[config.mk]
export PLATFORM = sky130hd
export DESIGN_NAME = countdown_task_pool_scheduler
export DESIGN_NICKNAME = d
export VERILOG_FILES = /design/src/design/ctps_pkg.sv /design/src/design/countdown_task_pool_scheduler.sv /design/src/design/ctps_wait_q.sv /design/src/design/ctps_ready_list.sv
export SDC_FILE = /design/constraint.sdc
export NUM_CORES = 2
export LEC_CHECK = 0
export BUFFER_PORTS_ARGS = -buffer_cell sky130_fd_sc_hd__buf_2
export CORE_ASPECT_RATIO = 0.5
export CORE_MARGIN = 2
export CORE_UTILIZATION = 57
export DETAILED_ROUTE_END_ITERATION = 10
export PLACE_DENSITY = 0.84
export SLEW_MARGIN = 10
export SYNTH_ARGS = -nofsm -noshare
export SYNTH_HDL_FRONTEND = slang
export SYNTH_HIERARCHICAL = 1
export SYNTH_SLANG_ARGS = --single-unit
[constraint.sdc]
create_clock -name clk -period 5 [get_ports clk]
set_input_delay 0.75 -clock clk [delete_from_list [all_inputs] [get_ports clk]]
set_output_delay 0.75 -clock clk [all_outputs]
set_load 0.05 [all_outputs]
[src/design/ctps_pkg.sv]
// Shared types and constants for the countdown task pool scheduler.
// Used by ctps_wait_q, ctps_ready_list and countdown_task_pool_scheduler.
package ctps_pkg;

	localparam int DEF_MAX_READY  = 16;
	localparam int DEF_WAIT_DEPTH = 32;
	localparam int ID_W           = 16;
	localparam int TIME_W         = 16;
	localparam int ENTRY_W        = ID_W + TIME_W;
	localparam int LIMIT_W        = 5;
	localparam logic [LIMIT_W-1:0] LIMIT_RST = LIMIT_W'(16);

	typedef enum logic [1:0] {
		REQ_SUBMIT = 2'd0,
		REQ_ADMIT  = 2'd1,
		REQ_TICK   = 2'd2
	} req_e_t;

	typedef enum logic [2:0] {
		STS_QUEUED     = 3'd0,
		STS_WAIT_FULL  = 3'd1,
		STS_ADMITTED   = 3'd2,
		STS_READY_FULL = 3'd3,
		STS_WAIT_EMPTY = 3'd4,
		STS_RETIRED    = 3'd5,
		STS_TICK_NONE  = 3'd6
	} status_t;

	typedef enum logic [1:0] {
		ST_IDLE,
		ST_ADMIT_WR,
		ST_TICK,
		ST_EMIT
	} state_t;

	// wait queue control and status
	typedef struct packed {
		logic push;
		logic rd;
		logic pop;
	} wq_ctl_t;

	typedef struct packed {
		logic full;
		logic empty;
	} wq_sts_t;

endpackage

[src/design/countdown_task_pool_scheduler.sv]
// Countdown task pool scheduler, top level: request sequencer, output register.
// Depends on ctps_pkg, ctps_wait_q and ctps_ready_list.
//
// One item at a time. A submit goes through the emit state; an admit does a
// registered wait queue read, then the ready list write, then the emit
// (straight to the emit when refused). In a tick, one ready slot per cycle
// passes through the single decrement/compare unit, unless a retirement
// waits on a stalled output register, and is either kept (compacted in
// place) or retired; a closing step and an emit step follow. Retirements go
// out through a one-deep output register; downstream stall holds the tick
// walk. in_stall is low only in the idle state; the output register may
// still hold a result then. The core_limit register (zero writes ignored)
// caps the ready list, never above MAX_READY. No clearing pass after reset.
module countdown_task_pool_scheduler #(
	parameter int MAX_READY  = ctps_pkg::DEF_MAX_READY,
	parameter int WAIT_DEPTH = ctps_pkg::DEF_WAIT_DEPTH
) (
	input  logic                         clk,
	input  logic                         arst_n,
	input  logic                         in_valid,
	output logic                         in_stall,
	input  logic [1:0]                   req_type,
	input  logic [ctps_pkg::TIME_W-1:0]  exec_time,
	output logic                         out_valid,
	input  logic                         out_stall,
	output logic [2:0]                   status,
	output logic [ctps_pkg::ID_W-1:0]    task_id,
	output logic                         last,
	input  logic                         cfg_valid,
	output logic                         cfg_ready,
	input  logic [ctps_pkg::LIMIT_W-1:0] core_limit
);

	localparam int CNT_W = $clog2(MAX_READY + 1);
	localparam int IDX_W = (MAX_READY > 1) ? $clog2(MAX_READY) : 1;
	localparam int IW    = ctps_pkg::ID_W;
	localparam int TW    = ctps_pkg::TIME_W;

	ctps_pkg::state_t  state_q, state_d;
	ctps_pkg::status_t res_status_q, res_status_d;
	ctps_pkg::status_t out_status_q, out_status_d;
	logic [IW-1:0]     res_id_q, res_id_d;
	logic [IW-1:0]     out_id_q, out_id_d;
	logic              out_valid_q, out_last_q, out_last_d, out_load, out_free;
	logic [IW-1:0]     next_id_q, next_id_d;
	logic [CNT_W-1:0]  ready_cnt_q, ready_cnt_d;
	logic [CNT_W-1:0]  idx_q, idx_d, keep_q, keep_d;
	logic              pend_q, pend_d;
	logic [IW-1:0]     pend_id_q, pend_id_d;
	logic [ctps_pkg::LIMIT_W-1:0] limit_q;
	logic              ready_full;

	ctps_pkg::wq_ctl_t wq_ctl;
	ctps_pkg::wq_sts_t wq_sts;
	logic [ctps_pkg::ENTRY_W-1:0] wq_push_data, wq_rd_data;

	logic             rl_we, rl_retire;
	logic [IDX_W-1:0] rl_waddr;
	logic [IW-1:0]    rl_wid, rl_rd_id;
	logic [TW-1:0]    rl_wrem, rl_dec;

	ctps_wait_q #(.WAIT_DEPTH(WAIT_DEPTH)) u_wait_q (
		.clk       (clk),
		.arst_n    (arst_n),
		.ctl       (wq_ctl),
		.push_data (wq_push_data),
		.rd_data   (wq_rd_data),
		.sts       (wq_sts)
	);

	ctps_ready_list #(.MAX_READY(MAX_READY)) u_ready_list (
		.clk       (clk),
		.we        (rl_we),
		.waddr     (rl_waddr),
		.wid       (rl_wid),
		.wrem      (rl_wrem),
		.raddr     (idx_q[IDX_W-1:0]),
		.rd_id     (rl_rd_id),
		.rd_dec    (rl_dec),
		.rd_retire (rl_retire)
	);

	assign cfg_ready  = 1'b1;
	assign in_stall   = (state_q != ctps_pkg::ST_IDLE);
	assign out_free   = !out_valid_q || !out_stall;
	assign ready_full = (32'(ready_cnt_q) >= 32'(limit_q))
		|| (ready_cnt_q == CNT_W'(MAX_READY));
	assign wq_push_data = {next_id_q + IW'(1), exec_time};

	always_comb begin
		state_d      = state_q;
		res_status_d = res_status_q;
		res_id_d     = res_id_q;
		next_id_d    = next_id_q;
		ready_cnt_d  = ready_cnt_q;
		idx_d        = idx_q;
		keep_d       = keep_q;
		pend_d       = pend_q;
		pend_id_d    = pend_id_q;
		wq_ctl       = '0;
		rl_we        = 1'b0;
		rl_waddr     = keep_q[IDX_W-1:0];
		rl_wid       = rl_rd_id;
		rl_wrem      = rl_dec;
		out_load     = 1'b0;
		out_status_d = res_status_q;
		out_id_d     = res_id_q;
		out_last_d   = 1'b1;

		unique case (state_q)
			ctps_pkg::ST_IDLE: begin
				if (in_valid) begin
					case (req_type)
						ctps_pkg::REQ_SUBMIT: begin
							state_d = ctps_pkg::ST_EMIT;
							if (wq_sts.full) begin
								res_status_d = ctps_pkg::STS_WAIT_FULL;
								res_id_d     = '0;
							end else begin
								wq_ctl.push  = 1'b1;
								next_id_d    = next_id_q + IW'(1);
								res_status_d = ctps_pkg::STS_QUEUED;
								res_id_d     = next_id_q + IW'(1);
							end
						end
						ctps_pkg::REQ_ADMIT: begin
							res_id_d = '0;
							if (wq_sts.empty) begin
								res_status_d = ctps_pkg::STS_WAIT_EMPTY;
								state_d      = ctps_pkg::ST_EMIT;
							end else if (ready_full) begin
								res_status_d = ctps_pkg::STS_READY_FULL;
								state_d      = ctps_pkg::ST_EMIT;
							end else begin
								wq_ctl.rd = 1'b1;
								state_d   = ctps_pkg::ST_ADMIT_WR;
							end
						end
						ctps_pkg::REQ_TICK: begin
							idx_d   = '0;
							keep_d  = '0;
							pend_d  = 1'b0;
							state_d = ctps_pkg::ST_TICK;
						end
						default: ;
					endcase
				end
			end
			ctps_pkg::ST_ADMIT_WR: begin
				rl_we        = 1'b1;
				rl_waddr     = ready_cnt_q[IDX_W-1:0];
				rl_wid       = wq_rd_data[ctps_pkg::ENTRY_W-1:TW];
				rl_wrem      = wq_rd_data[TW-1:0];
				wq_ctl.pop   = 1'b1;
				ready_cnt_d  = ready_cnt_q + CNT_W'(1);
				res_status_d = ctps_pkg::STS_ADMITTED;
				res_id_d     = wq_rd_data[ctps_pkg::ENTRY_W-1:TW];
				state_d      = ctps_pkg::ST_EMIT;
			end
			ctps_pkg::ST_TICK: begin
				if (idx_q == ready_cnt_q) begin
					ready_cnt_d  = keep_q;
					pend_d       = 1'b0;
					res_status_d = pend_q ? ctps_pkg::STS_RETIRED : ctps_pkg::STS_TICK_NONE;
					res_id_d     = pend_q ? pend_id_q : '0;
					state_d      = ctps_pkg::ST_EMIT;
				end else if (rl_retire) begin
					// hold one retirement back so the final one can carry last
					if (!pend_q) begin
						pend_d    = 1'b1;
						pend_id_d = rl_rd_id;
						idx_d     = idx_q + CNT_W'(1);
					end else if (out_free) begin
						out_load     = 1'b1;
						out_status_d = ctps_pkg::STS_RETIRED;
						out_id_d     = pend_id_q;
						out_last_d   = 1'b0;
						pend_id_d    = rl_rd_id;
						idx_d        = idx_q + CNT_W'(1);
					end
				end else begin
					rl_we  = 1'b1;
					keep_d = keep_q + CNT_W'(1);
					idx_d  = idx_q + CNT_W'(1);
				end
			end
			ctps_pkg::ST_EMIT: begin
				if (out_free) begin
					out_load = 1'b1;
					state_d  = ctps_pkg::ST_IDLE;
				end
			end
			default: state_d = ctps_pkg::ST_IDLE;
		endcase
	end

	always_ff @(posedge clk or negedge arst_n) begin
		if (!arst_n) begin
			state_q     <= ctps_pkg::ST_IDLE;
			next_id_q   <= '0;
			ready_cnt_q <= '0;
			pend_q      <= 1'b0;
			out_valid_q <= 1'b0;
			limit_q     <= ctps_pkg::LIMIT_RST;
		end else begin
			state_q     <= state_d;
			next_id_q   <= next_id_d;
			ready_cnt_q <= ready_cnt_d;
			pend_q      <= pend_d;
			if (out_load)
				out_valid_q <= 1'b1;
			else if (!out_stall)
				out_valid_q <= 1'b0;
			if (cfg_valid && core_limit != '0)
				limit_q <= core_limit;
		end
	end

	always_ff @(posedge clk) begin
		res_status_q <= res_status_d;
		res_id_q     <= res_id_d;
		idx_q        <= idx_d;
		keep_q       <= keep_d;
		pend_id_q    <= pend_id_d;
		if (out_load) begin
			out_status_q <= out_status_d;
			out_id_q     <= out_id_d;
			out_last_q   <= out_last_d;
		end
	end

	assign out_valid = out_valid_q;
	assign status    = out_status_q;
	assign task_id   = out_id_q;
	assign last      = out_last_q;

	a_ready_bound: assert property (@(posedge clk) disable iff (!arst_n)
		ready_cnt_q <= CNT_W'(MAX_READY))
		else $error("ready count above MAX_READY");

	a_pend_in_tick: assert property (@(posedge clk) disable iff (!arst_n)
		pend_q |-> state_q == ctps_pkg::ST_TICK)
		else $error("held retirement outside a tick");

	a_keep_behind: assert property (@(posedge clk) disable iff (!arst_n)
		state_q == ctps_pkg::ST_TICK |-> keep_q <= idx_q && idx_q <= ready_cnt_q)
		else $error("tick walk indexes out of order");

	a_push_not_full: assert property (@(posedge clk) disable iff (!arst_n)
		wq_ctl.push |-> !wq_sts.full)
		else $error("push into full wait queue");

endmodule

[src/design/ctps_wait_q.sv]
// FIFO wait queue of submitted tasks: {id, time} entries in a memory
// with a registered head read. Depends on ctps_pkg.
module ctps_wait_q #(
	parameter int WAIT_DEPTH = ctps_pkg::DEF_WAIT_DEPTH
) (
	input  logic                         clk,
	input  logic                         arst_n,
	input  ctps_pkg::wq_ctl_t            ctl,
	input  logic [ctps_pkg::ENTRY_W-1:0] push_data,
	output logic [ctps_pkg::ENTRY_W-1:0] rd_data,
	output ctps_pkg::wq_sts_t            sts
);

	localparam int PW  = $clog2(WAIT_DEPTH);
	localparam int CW  = $clog2(WAIT_DEPTH + 1);
	localparam logic [PW-1:0] LAST_PTR = PW'(WAIT_DEPTH - 1);
	localparam logic [CW-1:0] FULL_CNT = CW'(WAIT_DEPTH);

	logic [ctps_pkg::ENTRY_W-1:0] mem [WAIT_DEPTH];
	logic [PW-1:0] head_q, tail_q;
	logic [CW-1:0] cnt_q;

	always_ff @(posedge clk or negedge arst_n) begin
		if (!arst_n) begin
			head_q <= '0;
			tail_q <= '0;
			cnt_q  <= '0;
		end else begin
			if (ctl.push)
				tail_q <= (tail_q == LAST_PTR) ? '0 : tail_q + PW'(1);
			if (ctl.pop)
				head_q <= (head_q == LAST_PTR) ? '0 : head_q + PW'(1);
			if (ctl.push && !ctl.pop)
				cnt_q <= cnt_q + CW'(1);
			else if (ctl.pop && !ctl.push)
				cnt_q <= cnt_q - CW'(1);
		end
	end

	always_ff @(posedge clk) begin
		if (ctl.push)
			mem[tail_q] <= push_data;
		if (ctl.rd)
			rd_data <= mem[head_q];
	end

	assign sts.full  = (cnt_q == FULL_CNT);
	assign sts.empty = (cnt_q == '0);

endmodule

[src/design/ctps_ready_list.sv]
// Ready list storage (id, ticks left per slot) and shared decrement/compare
// unit, walked one slot a cycle unless stalled. Depends on ctps_pkg.
module ctps_ready_list #(
	parameter int MAX_READY = ctps_pkg::DEF_MAX_READY,
	localparam int IDX_W = (MAX_READY > 1) ? $clog2(MAX_READY) : 1
) (
	input  logic                        clk,
	input  logic                        we,
	input  logic [IDX_W-1:0]            waddr,
	input  logic [ctps_pkg::ID_W-1:0]   wid,
	input  logic [ctps_pkg::TIME_W-1:0] wrem,
	input  logic [IDX_W-1:0]            raddr,
	output logic [ctps_pkg::ID_W-1:0]   rd_id,
	output logic [ctps_pkg::TIME_W-1:0] rd_dec,
	output logic                        rd_retire
);

	logic [ctps_pkg::ID_W-1:0]   ids_q [MAX_READY];
	logic [ctps_pkg::TIME_W-1:0] rem_q [MAX_READY];
	logic [ctps_pkg::TIME_W-1:0] rem;

	always_ff @(posedge clk) begin
		if (we) begin
			ids_q[waddr] <= wid;
			rem_q[waddr] <= wrem;
		end
	end

	assign rem       = rem_q[raddr];
	assign rd_id     = ids_q[raddr];
	assign rd_dec    = rem - ctps_pkg::TIME_W'(1);
	// a count of 0 or 1 reaches zero or below on this tick
	assign rd_retire = (rem <= ctps_pkg::TIME_W'(1));

endmodule
==> results.yml <==
floorplanning:
  die_area_mm2: 0.118
  die_h_um: 244
  start_util: 0.578
  core_area_mm2: 0.113
  num_rows: 87
  fp.dieW_um: 484
  io_pins: 51
clock_network:
  cts_tree: "built"
  h-tree-depth: 4
  cts_resized: 0
  cts_setup_buffers: 0
  clock_latency_ns: 0.78
  root_buffer: "clkbuf_16"
  cts_hold_buf: 0
  cts.sinks: 1679
  clk_path_buf_depth: 3
  path_clk_slew_ns: 0.06
  cts-buffers-inserted: 141
yosys:
  synth-compound-area-share: 0.0358
  synthXorXnorAreaFrac: 0.00853
  syn_area_mm2: 0.0656
  avgSynthCellArea_um2: 21.1
  synth_edf_count: 1633
  synth.area.top_cells: "edfxtp_1 75%, mux4_2 11%, mux2i_1 2.0%"
  ys_seq_area_frac: 0.765
  synth_top_family_by_area: "multiplexers"
  synth_cell_types: 73
  syn_inst: 3109
  yosys.area_share.simple: 0.0216
  synthMuxAreaShare: 0.147
  yosysWarnings: 6
  synth_fp_nets: 3170
  synth_common_cells: "1633 x edfxtp_1, 329 x mux4_2, 129 x mux2i_1"
  synth_top_cell_area_share: 0.747
  synth.most_common_cell: "edfxtp_1"
  async_reset_ff_frac: 0.0274
  synth_top_area_cell: "edfxtp_1"
  synthAdderAreaFrac: 0.00641
  synth-seq-cells: 1679
  synthFlopType: "edfxtp_1"
sta:
  maxSlewViolCount: 0
  skew_ns: 0.0337
  finalCriticalPeriod_ns: 4.78
  finalSetupViolations: 0
  fin_setup_tns_ns: 0
  hold_ws_ns: 0.140
  tightest_slew_ns: 1.22
  slew_headroom: 0.187
  fmax_ghz: 0.209
  hold_violations: 0
  rsz0062_at_grt: "false"
  fin_crit_sh: 0.956
setup_path:
  cp.arrival_ns: 5.16
  end_kind: "flop"
  startpoint_type: "flop"
  crit_type: "reg -> reg"
  crit_required_ns: 5.38
  ff2ff_path_depth: 11
  critPathMaxFanout: 32
finish:
  syn_to_final_growth_pct: 11.0
  final_layout_size_suffix_gt1_frac: 0.247
  nNetsFinal: 3294
  fillers: 6840
placed_design:
  io_buffers: 49
  place_congestion: 0.852
  place_hpwl_um: 84300
global_route:
  grt_use_total: 0.256
  grt_max_degree: 108
  grt_overflow: 0
  grt_pass1_vias: 33000
  antenna_found_initial: 8
  grt_pass1_wl_um: 221000
routing:
  totalWireLength_um: 150000
  drtAntennaViolNets: 0
  post_drt_wl_per_cell_um: 30.9
  dr.first_iter.drc_count: 4667
  first_pass_iters: 6
  drc: 0
  routed_via_density: 6.75
  dr_total_vias: 32800
pwr:
  vdd_drop_max_mv: 0.396
  powerDensity_mw_per_mm2: 571
  cellLeakagePower_uw: 0.0234
job:
  max-cap-violations: 0
status:
  status: "complete, no violations"
hold_path:
  hold_path.class: "in -> async"
## worst max-delay path: stages (launching register included)
cell,delay [ns]
edfxtp_1,0.79
mux4_1,0.68
nand2_1,0.11
and4_1,0.26
inv_1,0.11
ha_1,0.21
nor2_1,0.20
nor2_1,0.15
inv_1,0.17
a31o_2,0.29
or3b_4,0.50
nor2_4,0.89
## metal layers
| metal | global-route usage | part of all wire |
|---|---|---|
| met3 | 0.0761 | 0.12 |
| met4 | 0.0774 | 0.026 |
| met5 | 0.00403 | 0.00094 |
| met2 | 0.398 | 0.47 |
| met1 | 0.355 | 0.38 |
## state kept, by name, summed over array words and instances (netlist names), 3 cells and up
| register | cells |
|---|---|
| idx_q | 5 |
| keep_q | 5 |
| limit_q | 5 |
| next_id_q | 16 |
| pend_id_q | 16 |
| ready_cnt_q | 5 |
| res_id_q | 16 |
| res_status_q | 3 |
| status | 3 |
| task_id | 16 |
| u_ready_list/ids_q | 256 |
| u_ready_list/rem_q | 256 |
| u_wait_q/cnt_q | 6 |
| u_wait_q/head_q | 5 |
| u_wait_q/mem | 1024 |
| u_wait_q/rd_data | 32 |
| u_wait_q/tail_q | 5 |
## kinds of logic (layout without fill, tap and decap cells)
logic type / Yosys count / count (layout)
fa+ha+maj: 33 / 33
simple gates: 284 / 285
buf+inv: 197 / 433
compound gates: 326 / 326
xor+xnor: 63 / 63
other cells: 1 / 3
flops: 1679 / 1679
mux: 526 / 526
## power by group
part / internal [µW] / leakage [µW] / switching (µW)
combinational: 4400 / 0.00581 / 7790
sequential: 18000 / 0.0154 / 614
clock: 5800 / 0.00218 / 4960
total: 28200 / 0.0234 / 13400
## layout make-up
type | instances | area (µm²) | share of cell area
sequential | 1679 | 50200 | 0.690
multi-input combinational | 1234 | 14900 | 0.205
clock buffer | 179 | 3760 | 0.0517
tap | 1513 | 1890 | 0.0260
timing repair buffer | 149 | 1230 | 0.0169
clock inverter | 77 | 674 | 0.00926
inverter | 28 | 105 | 0.00144
antenna | 2 | 5.00 | 0.0000688
## placed cells by master, fill, tap and decap left out, drive strengths merged, types with 42 or more instances in the layout
cell / count
a211oi: 66
a21oi: 42
a22oi: 59
buf: 149
clkbuf: 179
clkinv: 59
dfrtp: 45
edfxtp: 1633
mux2: 57
mux2i: 129
mux4: 340
nand2: 94
nor2: 69
xnor2: 44
## through the flow
stage                     total power [µW]  instance area [µm²]  worst slack (ns)   util  instances
after floorplan                      26800                65600            0.0669      -       3109
after detailed placement             30700                68300             0.235  0.602       4602
after global placement               30100                68300             0.381  0.602       4602
final                                41600                72800             0.218  0.642       4861
after CTS                            41500                72800             0.160  0.642       4858
after global routing                 42900                72800            0.0747  0.642       4860
## path summary, 6_finish.rpt
path	slack [ns]	end	start
worst max-delay path	0.22	u_ready_list/rem_q[3][7]	idx_q[0]
worst min-delay path	0.14	next_id_q[3]	arst_n
worst max register to register	0.22	u_ready_list/rem_q[3][7]	idx_q[0]
worst min register to register	0.46	limit_q[4]	limit_q[4]
max in group asynchronous	4.31	u_wait_q/head_q[0]	arst_n
min in group clk	0.21	limit_q[2]	core_limit[2]
No activity file was read; power rests on OpenSTA's default activity.
